<file path="config.mk">
export PLATFORM = sky130hd
export DESIGN_NAME = slice_segment_pixel_rasterizer
export DESIGN_NICKNAME = d
export VERILOG_FILES = /design/src/hw/rtl/ssr_pkg.sv /design/src/hw/rtl/ssr_front.sv /design/src/hw/rtl/ssr_queue.sv /design/src/hw/rtl/ssr_back.sv /design/src/hw/rtl/slice_segment_pixel_rasterizer.sv
export SDC_FILE = /design/constraint.sdc
export NUM_CORES = 2
export LEC_CHECK = 0
export ABC_AREA = 1
export BUFFER_PORTS_ARGS = -buffer_cell sky130_fd_sc_hd__buf_2
export CAP_MARGIN = 10
export CORE_ASPECT_RATIO = 0.8
export CORE_UTILIZATION = 60
export CTS_BUF_LIST = sky130_fd_sc_hd__clkbuf_8
export DETAILED_ROUTE_END_ITERATION = 10
export GPL_TIMING_DRIVEN = 0
export PLACE_DENSITY = 0.85
export SLEW_MARGIN = 10
export SYNTH_ARGS = -nofsm -noshare
export SYNTH_HDL_FRONTEND = slang
export SYNTH_SLANG_ARGS = --single-unit
export TNS_END_PERCENT = 20
</file>
<file path="constraint.sdc">
create_clock -name clock -period 8.9 [get_ports clock]
set_input_delay 0.445 -clock clock [delete_from_list [all_inputs] [get_ports clock]]
set_output_delay 0.445 -clock clock [all_outputs]
set_load 0.05 [all_outputs]
</file>
<file path="src/hw/rtl/ssr_pkg.sv">
`timescale 1ns / 1ps
// ---------------------------------------------------------------------------
// ssr_pkg
// shared constants and types for the slice segment rasterizer
// ---------------------------------------------------------------------------
package ssr_pkg;

   localparam int Res      = 32;
   localparam int PixW     = $clog2(Res);
   localparam int Half     = Res / 2;
   localparam int RootW    = 16;
   localparam int QueueDepth = 2;

   // classified segment handed from front to back
   typedef struct packed {
      logic [7:0]       slice;
      logic [PixW-1:0]  c0;
      logic [PixW-1:0]  r0;
      logic [PixW-1:0]  c1;
      logic [PixW-1:0]  r1;
   } seg_type;

   // clamp a signed pixel value to 0..Res-1
   function automatic logic [PixW-1:0] clamp_pix(input logic signed [RootW+1:0] p);
      logic [PixW-1:0] r;
      if (p < 0) r = '0;
      else if (p > (Res - 1)) r = PixW'(Res - 1);
      else r = p[PixW-1:0];
      return r;
   endfunction

endpackage

</file>
<file path="src/hw/rtl/ssr_front.sv">
`timescale 1ns / 1ps
// ---------------------------------------------------------------------------
// ssr_front
// projects both endpoints onto the slice plane, one bit-pair sqrt per cycle
// ---------------------------------------------------------------------------
module ssr_front (
   input  logic            clock,
   input  logic            reset,
   input  logic            req_push,
   output logic            req_full,
   input  logic [7:0]      slice_index,
   input  logic signed [15:0] start_x,
   input  logic signed [15:0] start_y,
   input  logic signed [15:0] start_z,
   input  logic signed [15:0] end_x,
   input  logic signed [15:0] end_y,
   input  logic signed [15:0] end_z,
   output logic            seg_valid,
   input  logic            seg_ready,
   output ssr_pkg::seg_type seg
);

   localparam int PixW_l = ssr_pkg::PixW;
   localparam logic [2:0] StIdle = 3'd0;
   localparam logic [2:0] StSq   = 3'd1;   // square and sum
   localparam logic [2:0] StRoot = 3'd2;   // sqrt iterations
   localparam logic [2:0] StCol  = 3'd3;   // column from root
   localparam logic [2:0] StOut  = 3'd4;

   logic [2:0]  state_ff, state_in;
   logic        which_ff, which_in;    // 0 start, 1 end
   logic [3:0]  iter_ff, iter_in;
   logic [7:0]  slice_ff;
   logic signed [15:0] sx_ff, sz_ff, ex_ff, ez_ff, sy_ff, ey_ff;
   logic [31:0] rem_ff, rem_in;
   logic [31:0] root_ff, root_in;
   logic [31:0] s_ff, s_in;
   ssr_pkg::seg_type seg_ff, seg_in;

   logic signed [15:0] cx, cz;
   logic [15:0] ax, az;
   logic [31:0] sum_sq;
   logic [31:0] bitv, trial;
   logic        pos;
   logic [PixW_l-1:0] colv;
   logic [PixW_l-1:0] row0, row1;

   assign cx = which_ff ? ex_ff : sx_ff;
   assign cz = which_ff ? ez_ff : sz_ff;
   assign ax = cx[15] ? 16'(-cx) : cx;
   assign az = cz[15] ? 16'(-cz) : cz;
   // operands are stable in StSq, so the squares are taken there
   assign sum_sq = 32'(ax) * 32'(ax) + 32'(az) * 32'(az);
   assign bitv  = 32'd1 << {(4'd15 - iter_ff), 1'b0};
   assign trial = root_ff + bitv;
   assign pos   = (cz > 0) || (cz == 0 && !cx[15]);

   function automatic logic [PixW_l-1:0] row_of(input logic signed [15:0] y);
      logic [16:0] ny;
      logic [PixW_l-1:0] r;
      ny = 17'(-$signed({y[15], y}));
      if (y > 0)
         r = ssr_pkg::clamp_pix(18'(ssr_pkg::Half) + 18'(y[15:8]));
      else
         r = ssr_pkg::clamp_pix(18'(ssr_pkg::Half - 1) - 18'(ny[16:8]));
      return r;
   endfunction

   always_comb begin
      logic [7:0] m;
      m = root_ff[15:8];
      if (pos)
         colv = (s_ff != 0) ? ssr_pkg::clamp_pix(18'(ssr_pkg::Half) + 18'(m))
                            : PixW_l'(ssr_pkg::Half - 1);
      else
         colv = ssr_pkg::clamp_pix(18'(ssr_pkg::Half - 1) - 18'(m));
   end

   assign row0 = row_of(sy_ff);
   assign row1 = row_of(ey_ff);

   always_comb begin
      state_in = state_ff;
      which_in = which_ff;
      iter_in  = iter_ff;
      rem_in   = rem_ff;
      root_in  = root_ff;
      s_in     = s_ff;
      seg_in   = seg_ff;
      unique case (state_ff)
         StIdle: if (req_push) begin
            state_in = StSq;
            which_in = 1'b0;
         end
         StSq: begin
            s_in    = sum_sq;
            rem_in  = sum_sq;
            root_in = '0;
            iter_in = '0;
            state_in = StRoot;
         end
         StRoot: begin
            if (rem_ff >= trial) begin
               rem_in  = rem_ff - trial;
               root_in = (root_ff >> 1) + bitv;
            end else begin
               root_in = root_ff >> 1;
            end
            iter_in = iter_ff + 4'd1;
            if (iter_ff == 4'd15) state_in = StCol;
         end
         StCol: begin
            if (!which_ff) begin
               seg_in.c0 = colv;
               which_in  = 1'b1;
               state_in  = StSq;
            end else begin
               seg_in.c1 = colv;
               seg_in.r0 = row0;
               seg_in.r1 = row1;
               seg_in.slice = slice_ff;
               state_in  = StOut;
            end
         end
         StOut: if (seg_ready) state_in = StIdle;
         default: state_in = StIdle;
      endcase
   end

   always_ff @(posedge clock) begin
      if (reset) begin
         state_ff <= StIdle;
      end else begin
         state_ff <= state_in;
      end
      which_ff <= which_in;
      iter_ff  <= iter_in;
      rem_ff   <= rem_in;
      root_ff  <= root_in;
      s_ff     <= s_in;
      seg_ff   <= seg_in;
      if (state_ff == StIdle && req_push) begin
         slice_ff <= slice_index;
         sx_ff <= start_x; sy_ff <= start_y; sz_ff <= start_z;
         ex_ff <= end_x;   ey_ff <= end_y;   ez_ff <= end_z;
      end
   end

   assign req_full  = (state_ff != StIdle);
   assign seg_valid = (state_ff == StOut);
   assign seg       = seg_ff;

endmodule

</file>
<file path="src/hw/rtl/ssr_queue.sv">
`timescale 1ns / 1ps
// ---------------------------------------------------------------------------
// ssr_queue
// two-entry queue of classified segments between front and back
// ---------------------------------------------------------------------------
module ssr_queue (
   input  logic             clock,
   input  logic             reset,
   input  logic             wr_valid,
   output logic             wr_ready,
   input  ssr_pkg::seg_type wr_data,
   output logic             rd_valid,
   input  logic             rd_ready,
   output ssr_pkg::seg_type rd_data
);

   ssr_pkg::seg_type mem_ff [ssr_pkg::QueueDepth];
   logic             wp_ff, rp_ff;
   logic [1:0]       cnt_ff;
   logic             wr, rd;

   assign wr_ready = (cnt_ff != 2'(ssr_pkg::QueueDepth));
   assign rd_valid = (cnt_ff != 2'd0);
   assign wr = wr_valid && wr_ready;
   assign rd = rd_valid && rd_ready;
   assign rd_data = mem_ff[rp_ff];

   always_ff @(posedge clock) begin
      if (reset) begin
         wp_ff  <= 1'b0;
         rp_ff  <= 1'b0;
         cnt_ff <= '0;
      end else begin
         if (wr) wp_ff <= ~wp_ff;
         if (rd) rp_ff <= ~rp_ff;
         cnt_ff <= cnt_ff + 2'(wr) - 2'(rd);
      end
      if (wr) mem_ff[wp_ff] <= wr_data;
   end

endmodule

</file>
<file path="src/hw/rtl/ssr_back.sv">
`timescale 1ns / 1ps
// ---------------------------------------------------------------------------
// ssr_back
// walks the major axis and rounds the minor axis with a serial divider
// ---------------------------------------------------------------------------
module ssr_back (
   input  logic             clock,
   input  logic             reset,
   input  logic             seg_valid,
   output logic             seg_ready,
   input  ssr_pkg::seg_type seg,
   output logic             rsp_empty,
   input  logic             rsp_pop,
   output logic [7:0]       slice_out,
   output logic [ssr_pkg::PixW-1:0] pixel_col,
   output logic [ssr_pkg::PixW-1:0] pixel_row,
   output logic             last_pixel
);

   localparam int PW = ssr_pkg::PixW;
   localparam int NW = 2 * PW + 4;   // numerator width
   localparam int QW = NW;
   localparam int CW = $clog2(NW + 1);
   localparam logic [1:0] StIdle = 2'd0;
   localparam logic [1:0] StDiv  = 2'd1;
   localparam logic [1:0] StOut  = 2'd2;

   logic [1:0]  state_ff, state_in;
   ssr_pkg::seg_type s_ff;
   logic        colmaj_ff;
   logic [PW-1:0] k_ff, hi_ff;
   logic [NW-1:0] num_ff;            // |2n|+d
   logic          neg_ff;
   logic [NW-1:0] rem_ff;
   logic [QW-1:0] quo_ff;
   logic [CW-1:0] cnt_ff;
   logic [PW-1:0] outc_ff, outr_ff;
   logic          outl_ff, full_ff;

   logic signed [PW+1:0] dc, dr, ad, adc, adr;
   logic signed [NW:0]   n;
   logic [NW-1:0] an, d2;
   logic [NW:0]   trial;
   logic [PW-1:0] minor;

   assign dc  = $signed({2'b0, s_ff.c1}) - $signed({2'b0, s_ff.c0});
   assign dr  = $signed({2'b0, s_ff.r1}) - $signed({2'b0, s_ff.r0});
   assign adc = dc[PW+1] ? -dc : dc;
   assign adr = dr[PW+1] ? -dr : dr;
   assign ad  = colmaj_ff ? adc : adr;
   // minor start * major delta + minor delta * (k - major start), times sign
   always_comb begin
      logic signed [NW:0] t;
      if (colmaj_ff) begin
         t = (NW+1)'($signed({2'b0, s_ff.r0})) * (NW+1)'(dc)
           + (NW+1)'(dr) * ((NW+1)'($signed({2'b0, k_ff}))
                          - (NW+1)'($signed({2'b0, s_ff.c0})));
         n = dc[PW+1] ? -t : t;
      end else begin
         t = (NW+1)'($signed({2'b0, s_ff.c0})) * (NW+1)'(dr)
           + (NW+1)'(dc) * ((NW+1)'($signed({2'b0, k_ff}))
                          - (NW+1)'($signed({2'b0, s_ff.r0})));
         n = dr[PW+1] ? -t : t;
      end
   end
   assign an = n[NW] ? NW'(-n) : NW'(n);
   assign d2 = NW'({ad, 1'b0});
   assign trial = {rem_ff, num_ff[NW-1]} - {1'b0, d2};
   // both ends on one pixel: no division, the column is the start column
   assign minor = (ad == 0) ? s_ff.c0 : (neg_ff ? PW'(-quo_ff) : PW'(quo_ff));

   always_comb begin
      state_in = state_ff;
      unique case (state_ff)
         StIdle: if (seg_valid) state_in = StDiv;
         StDiv:  if (cnt_ff == CW'(NW)) state_in = StOut;
         StOut:  if (!full_ff) state_in = (k_ff == hi_ff) ? StIdle : StDiv;
         default: state_in = StIdle;
      endcase
   end

   assign seg_ready = (state_ff == StIdle);

   always_ff @(posedge clock) begin
      logic [PW-1:0] lo_v;
      if (reset) begin
         state_ff <= StIdle;
         full_ff  <= 1'b0;
      end else begin
         state_ff <= state_in;
         if (state_ff == StOut && !full_ff) full_ff <= 1'b1;
         else if (rsp_pop && full_ff) full_ff <= 1'b0;
      end
      unique case (state_ff)
         StIdle: if (seg_valid) begin
            s_ff <= seg;
            cnt_ff <= '0;
            if ((seg.c1 > seg.c0 ? seg.c1 - seg.c0 : seg.c0 - seg.c1) >
                (seg.r1 > seg.r0 ? seg.r1 - seg.r0 : seg.r0 - seg.r1)) begin
               colmaj_ff <= 1'b1;
               lo_v  = (seg.c0 < seg.c1) ? seg.c0 : seg.c1;
               hi_ff <= (seg.c0 < seg.c1) ? seg.c1 : seg.c0;
            end else begin
               colmaj_ff <= 1'b0;
               lo_v  = (seg.r0 < seg.r1) ? seg.r0 : seg.r1;
               hi_ff <= (seg.r0 < seg.r1) ? seg.r1 : seg.r0;
            end
            k_ff <= lo_v;
         end
         StDiv: begin
            if (cnt_ff == '0) begin
               // load (2|n|+d), one quotient bit per following cycle
               num_ff <= NW'({an, 1'b0}) + NW'(ad);
               neg_ff <= n[NW];
               rem_ff <= '0;
               quo_ff <= '0;
            end else if (cnt_ff <= CW'(NW)) begin
               if (!trial[NW]) begin
                  rem_ff <= trial[NW-1:0];
                  quo_ff <= {quo_ff[QW-2:0], 1'b1};
               end else begin
                  rem_ff <= {rem_ff[NW-2:0], num_ff[NW-1]};
                  quo_ff <= {quo_ff[QW-2:0], 1'b0};
               end
               num_ff <= {num_ff[NW-2:0], 1'b0};
            end
            cnt_ff <= cnt_ff + CW'(1);
         end
         StOut: if (!full_ff) begin
            outc_ff <= colmaj_ff ? k_ff : minor;
            outr_ff <= colmaj_ff ? minor : k_ff;
            outl_ff <= (k_ff == hi_ff);
            slice_out <= s_ff.slice;
            k_ff <= k_ff + PW'(1);
            cnt_ff <= '0;
         end
         default: ;
      endcase
   end

   assign rsp_empty  = !full_ff;
   assign pixel_col  = outc_ff;
   assign pixel_row  = outr_ff;
   assign last_pixel = outl_ff;

endmodule

</file>
<file path="src/hw/rtl/slice_segment_pixel_rasterizer.sv">
`timescale 1ns / 1ps
// ---------------------------------------------------------------------------
// slice_segment_pixel_rasterizer
// projects a 3D segment onto its slice plane and emits its DDA pixels
// ---------------------------------------------------------------------------
// from a segment transfer to its first pixel, the front first projects both endpoints
// (two 16-step sqrt passes plus square and column steps), then the back end divides;
// each further pixel is set by the serial divider in the back end
// the front takes a new segment once the queue accepts its last, running ahead via the queue
// reset: synchronous, clears the state machines, queue pointers and output flag
module slice_segment_pixel_rasterizer (
   input  logic        clock,
   input  logic        reset,
   input  logic        req_push,
   output logic        req_full,
   input  logic [7:0]  req_slice_index,
   input  logic signed [15:0] req_start_x,
   input  logic signed [15:0] req_start_y,
   input  logic signed [15:0] req_start_z,
   input  logic signed [15:0] req_end_x,
   input  logic signed [15:0] req_end_y,
   input  logic signed [15:0] req_end_z,
   output logic        rsp_empty,
   input  logic        rsp_pop,
   output logic [7:0]  rsp_slice_out,
   output logic [4:0]  rsp_pixel_col,
   output logic [4:0]  rsp_pixel_row,
   output logic        rsp_last_pixel
);

   // front to queue transfer
   logic             f_valid, f_ready;
   ssr_pkg::seg_type f_seg;
   // queue to back transfer
   logic             b_valid, b_ready;
   ssr_pkg::seg_type b_seg;

   // endpoint projection
   ssr_front u_front (
      .clock, .reset,
      .req_push, .req_full,
      .slice_index(req_slice_index),
      .start_x(req_start_x), .start_y(req_start_y), .start_z(req_start_z),
      .end_x(req_end_x), .end_y(req_end_y), .end_z(req_end_z),
      .seg_valid(f_valid), .seg_ready(f_ready), .seg(f_seg)
   );

   // decoupling queue
   ssr_queue u_queue (
      .clock, .reset,
      .wr_valid(f_valid), .wr_ready(f_ready), .wr_data(f_seg),
      .rd_valid(b_valid), .rd_ready(b_ready), .rd_data(b_seg)
   );

   // pixel walk
   ssr_back u_back (
      .clock, .reset,
      .seg_valid(b_valid), .seg_ready(b_ready), .seg(b_seg),
      .rsp_empty, .rsp_pop,
      .slice_out(rsp_slice_out),
      .pixel_col(rsp_pixel_col),
      .pixel_row(rsp_pixel_row),
      .last_pixel(rsp_last_pixel)
   );

   // a held result stays put until popped
   a_hold: assert property (@(posedge clock) disable iff (reset)
      (!rsp_empty && !rsp_pop) |=> (!rsp_empty && $stable(rsp_pixel_col)
                                    && $stable(rsp_pixel_row)))
      else $error("result changed while waiting");

   // the front holds its segment valid while the queue is full
   a_queue: assert property (@(posedge clock) disable iff (reset)
      (f_valid && !f_ready) |=> f_valid)
      else $error("front dropped a segment");

endmodule
</file>
==> impl_results.html <==
<table>
<tr><th>Metric</th><th>Value</th></tr>
<tr><th colspan="2">Drt</th></tr>
<tr><td>TritonRoute pass-1 iters</td><td>10</td></tr>
<tr><td>Post-route ant nets</td><td>0</td></tr>
<tr><td>Routed WL per cell</td><td>about 21 microns</td></tr>
<tr><td>Final wirelength</td><td>143 mm</td></tr>
<tr><td>DRC marker count from the first detailed-route iteration</td><td>roughly 5,100</td></tr>
<tr><td>Total via count in the routed design</td><td>approximately 40,000</td></tr>
<tr><td>DRC Markers</td><td>0</td></tr>
<tr><td>Post-detailed-route via-to-cell ratio</td><td>5.99</td></tr>
<tr><th colspan="2">Placed design</th></tr>
<tr><td>Port-buffer cells</td><td>roughly 130</td></tr>
<tr><td>Area after DPL</td><td>47,000 sq um</td></tr>
<tr><td>Final weighted congestion of routability-driven global placement</td><td>1.04</td></tr>
<tr><td>Placed cell count</td><td>roughly 6,300</td></tr>
<tr><td>DP HPWL</td><td>approximately 93 mm</td></tr>
<tr><th colspan="2">Synthesis</th></tr>
<tr><td>Number of register bits inferred by synthesis</td><td>between 300 and 400</td></tr>
<tr><td>Average size of a mapped cell</td><td>between 8 and 9 sq um</td></tr>
<tr><td>Syn. warnings</td><td>0</td></tr>
<tr><td>Synth area leaders</td><td>edfxtp_1 26%, fa_1 22%, ha_1 13%</td></tr>
<tr><td>Mapped Cells</td><td>between 5,000 and 6,000</td></tr>
<tr><td>Top FF cell, synth</td><td>edfxtp_1</td></tr>
<tr><td>Proportion of synthesized flip-flops having asynchronous set or reset</td><td>0%</td></tr>
<tr><td>Fraction of synthesized cell area taken by the top area cell type</td><td>between 20% and 30%</td></tr>
<tr><td>Synth area leader</td><td>edfxtp_1</td></tr>
<tr><td>Proportion of synthesized chip area in sequential cells</td><td>between 20% and 30%</td></tr>
<tr><td>Post-synthesis cell type count</td><td>62</td></tr>
<tr><td>Number of enable flip-flop cells after synthesis</td><td>between 300 and 400</td></tr>
<tr><td>Cell area after synthesis</td><td>between 40,000 and 50,000 sq um</td></tr>
<tr><th colspan="2">Die</th></tr>
<tr><td>Initial cell density of the core</td><td>about 61%</td></tr>
<tr><td>Cell Rows</td><td>between 80 and 90</td></tr>
<tr><td>Die Span X</td><td>between 300 and 400 microns</td></tr>
<tr><td>Core box area</td><td>between 70,000 and 80,000 sq um</td></tr>
<tr><td>Area of the die</td><td>75,600 sq um</td></tr>
<tr><td>Count of pins on the block boundary</td><td>~130</td></tr>
<tr><td>Die Height</td><td>246 microns</td></tr>
<tr><th colspan="2">Clock network</th></tr>
<tr><td>CTS tree</td><td>done</td></tr>
<tr><td>Later-pin clock latency in the skew report</td><td>690 ps</td></tr>
<tr><td>Clock Tree Buf Depth</td><td>3</td></tr>
<tr><td>Htree depth</td><td>3</td></tr>
<tr><td>Clk pin slew, worst setup/hold paths</td><td>70 ps</td></tr>
<tr><td>Clock root buffer</td><td>clkbuf_8</td></tr>
<tr><td>Total number of clock tree sinks</td><td>slightly below 400</td></tr>
<tr><td>Clock buffers created by TritonCTS</td><td>68</td></tr>
<tr><th colspan="2">Final layout</th></tr>
<tr><td>Combined area of the multi-input logic cells</td><td>just over 30,000 sq um</td></tr>
<tr><td>Post-route insts no fill</td><td>about 6,700</td></tr>
<tr><td>Ratio of cells with drive above 1 in the final layout</td><td>between 10% and 20%</td></tr>
<tr><td>Post-route design area</td><td>53,000 sq um</td></tr>
<tr><td>Area of all sequential standard cells</td><td>between 10,000 and 15,000 sq um</td></tr>
<tr><td>Synthesis-to-layout area growth</td><td>18.5%</td></tr>
<tr><td>Final layout net count</td><td>between 6,000 and 7,000</td></tr>
<tr><td>Fillers</td><td>approximately 5,000</td></tr>
<tr><th colspan="2">Setup path</th></tr>
<tr><td>Worst Setup End Kind</td><td>flop</td></tr>
<tr><td>Worst Setup Start Kind</td><td>flop</td></tr>
<tr><td>Slowest library cell on the worst path</td><td>fa_1</td></tr>
<tr><td>Arrival time at the worst endpoint</td><td>between 10,000 and 15,000 ps</td></tr>
<tr><td>Critical-path maximum fanout</td><td>10</td></tr>
<tr><td>Crit path largest cell delay</td><td>around 770 ps</td></tr>
<tr><td>Required @ worst endpoint</td><td>roughly 9300 ps</td></tr>
<tr><td>Number of buffers and inverters on the critical path</td><td>10</td></tr>
<tr><td>Most frequent cell on the critical path</td><td>fa_1</td></tr>
<tr><td>Critical setup path kind</td><td>flop to flop</td></tr>
<tr><td>Worst path top cell family by delay</td><td>adder cells</td></tr>
<tr><th colspan="2">Global routing</th></tr>
<tr><td>Overall overflow remaining after global route</td><td>0</td></tr>
<tr><td>Number of global-route vias before repair</td><td>approximately 38,000</td></tr>
<tr><td>Number of antenna violations at the first check in global routing</td><td>7</td></tr>
<tr><td>Global-route wire length before repair</td><td>approximately 200 mm</td></tr>
<tr><td>Pin count of the biggest net entering global routing</td><td>35</td></tr>
<tr><td>Global-route usage over all layers</td><td>approximately 34%</td></tr>
<tr><th colspan="2">Status</th></tr>
<tr><td>Violated checks</td><td>setup timing</td></tr>
<tr><td>Status</td><td>finished, violations left</td></tr>
<tr><th colspan="2">STA</th></tr>
<tr><td>Worst rel slew slack</td><td>~18%</td></tr>
<tr><td>Setup repair after global routing missed its margin</td><td>yes</td></tr>
<tr><td>Tightest Pin Transition</td><td>~1200 ps</td></tr>
<tr><td>Max Slew Vio Count</td><td>0</td></tr>
<tr><td>Total Negative Setup Slacks</td><td>-22,190 ps</td></tr>
<tr><td>Number of failing hold endpoints at the final stage</td><td>0</td></tr>
<tr><td>Final WS setup</td><td>-1040 ps</td></tr>
<tr><td>Total of endpoints with negative setup slack in the final report</td><td>35</td></tr>
<tr><td>Worst Skew</td><td>76.0 ps</td></tr>
<tr><td>Worst Hold Slack</td><td>around 46 ps</td></tr>
<tr><td>Tmin final</td><td>just under 10,000 ps</td></tr>
<tr><td>Maximum clock frequency</td><td>a little over 0.1 GHz</td></tr>
<tr><td>Final Cycle Share</td><td>112%</td></tr>
<tr><th colspan="2">Flow run</th></tr>
<tr><td>Maximum Capacitance Violations</td><td>0</td></tr>
<tr><th colspan="2">Min path</th></tr>
<tr><td>Type of the worst min-delay path</td><td>input port to flop</td></tr>
</table>
## state kept, by name, indices dropped and copies added, names as in the netlist, 28 cells and up, named ones only
| signal | cells |
|---|---|
| u_front.root_ff | 32 |
| u_queue.mem_ff | 56 |
| u_back.s_ff | 28 |
| u_front.seg | 28 |
| u_front.rem_ff | 32 |
| u_front.s_ff | 32 |
## synthesized netlist by cell type (7+ instances only)
| cell | number |
|---|---|
| nand3b_1 | 10 |
| nand2_1 | 817 |
| o21ai_1 | 32 |
| a31oi_1 | 13 |
| nor4_1 | 20 |
| clkbuf_1 | 69 |
| xnor2_1 | 88 |
| a21o_1 | 11 |
| a21oi_1 | 231 |
| ha_1 | 471 |
| nor2_1 | 527 |
| dfxtp_1 | 11 |
| buf_2 | 20 |
| or2_2 | 25 |
| xor2_1 | 108 |
| nand3_1 | 178 |
| or2_1 | 19 |
| a211oi_1 | 9 |
| o21a_1 | 13 |
| fa_1 | 481 |
| a221oi_1 | 7 |
| nand4_1 | 46 |
| edfxtp_1 | 385 |
| o21ai_0 | 270 |
| o21bai_1 | 23 |
| mux2_2 | 9 |
| mux2i_1 | 9 |
| nor3_1 | 59 |
| inv_1 | 1104 |
| o211ai_1 | 7 |
| inv_2 | 11 |
## metal layers
layer,part of all wire [%],GRT usage [%]
met1,36,44.4
met2,43,52.6
met3,14,9.36
met4,7.1,16.1
met5,0.19,0
## through the flow
step / worst slack (ps) / utilization, %
floorplan: 41.9 / -
global route: -1170 / 71.9
CTS: -26.4 / 69.4
detailed placement: -2470 / 63.8
finish: -1040 / 71.9
global placement: -2500 / 63.4
## kinds of logic after synthesis
kind of cell	count (synthesis)	synth area share, %
compound gates	649	7.96
xor+xnor	197	3.87
simple gates	1739	16.4
flops	396	26.3
fa+ha+maj	952	34.7
buf+inv	1216	10.3
mux	18	0.428
other cells	2	0.0168
## tightest hold or removal path, cell delays in order
cell and delay [ps]:
buf_2 80, or2_2 90, a21oi_1 50
## repair_timing
action / 4_1_cts / 5_1_grt
pin swaps: 86 / 137
setup buffers: 71 / 74
hold buffers: 104 / 0
setup endpoints to repair: 60 / 44
hold endpoints to repair: 104 / 0
gates resized for setup: 326 / 327
## worst paths after layout
check	depth (start not counted)	from	slack, ps	to
setup / recovery	36	u_front.which_ff	-1040	u_front.rem_ff[29]
hold / removal	3	rsp_pop	50	u_back.full_ff
setup reg to reg	36	u_front.which_ff	-1040	u_front.rem_ff[29]
hold reg to reg	0	u_front.slice_ff[0]	420	u_front.seg[20]
## placed cells by master, fill, tap and decap left out, types with 84 or more instances in the layout
master            n
xor2_1           92
xnor2_1          84
edfxtp_1        385
nor2_1          475
inv_1          1064
buf_4           133
nand3_1         154
o21ai_0         242
nand2_1         758
buf_2           132
ha_1            427
fa_1            452
dlygate4sd3_1   104
a21oi_1         188
## layout make-up
type,count,area share (%)
multi-input combinational,3589,57.5
sequential,396,22.2
inverter,1119,8.06
timing repair buffer,388,5.87
tap,1001,2.36
clock buffer,70,1.82
buffer,90,1.33
clock inverter,51,0.822
antenna,5,0.0236
Power is left out: the tool's default activity adds up to more than one toggle a clock period on the data nets, which glitch-free logic cannot reach.
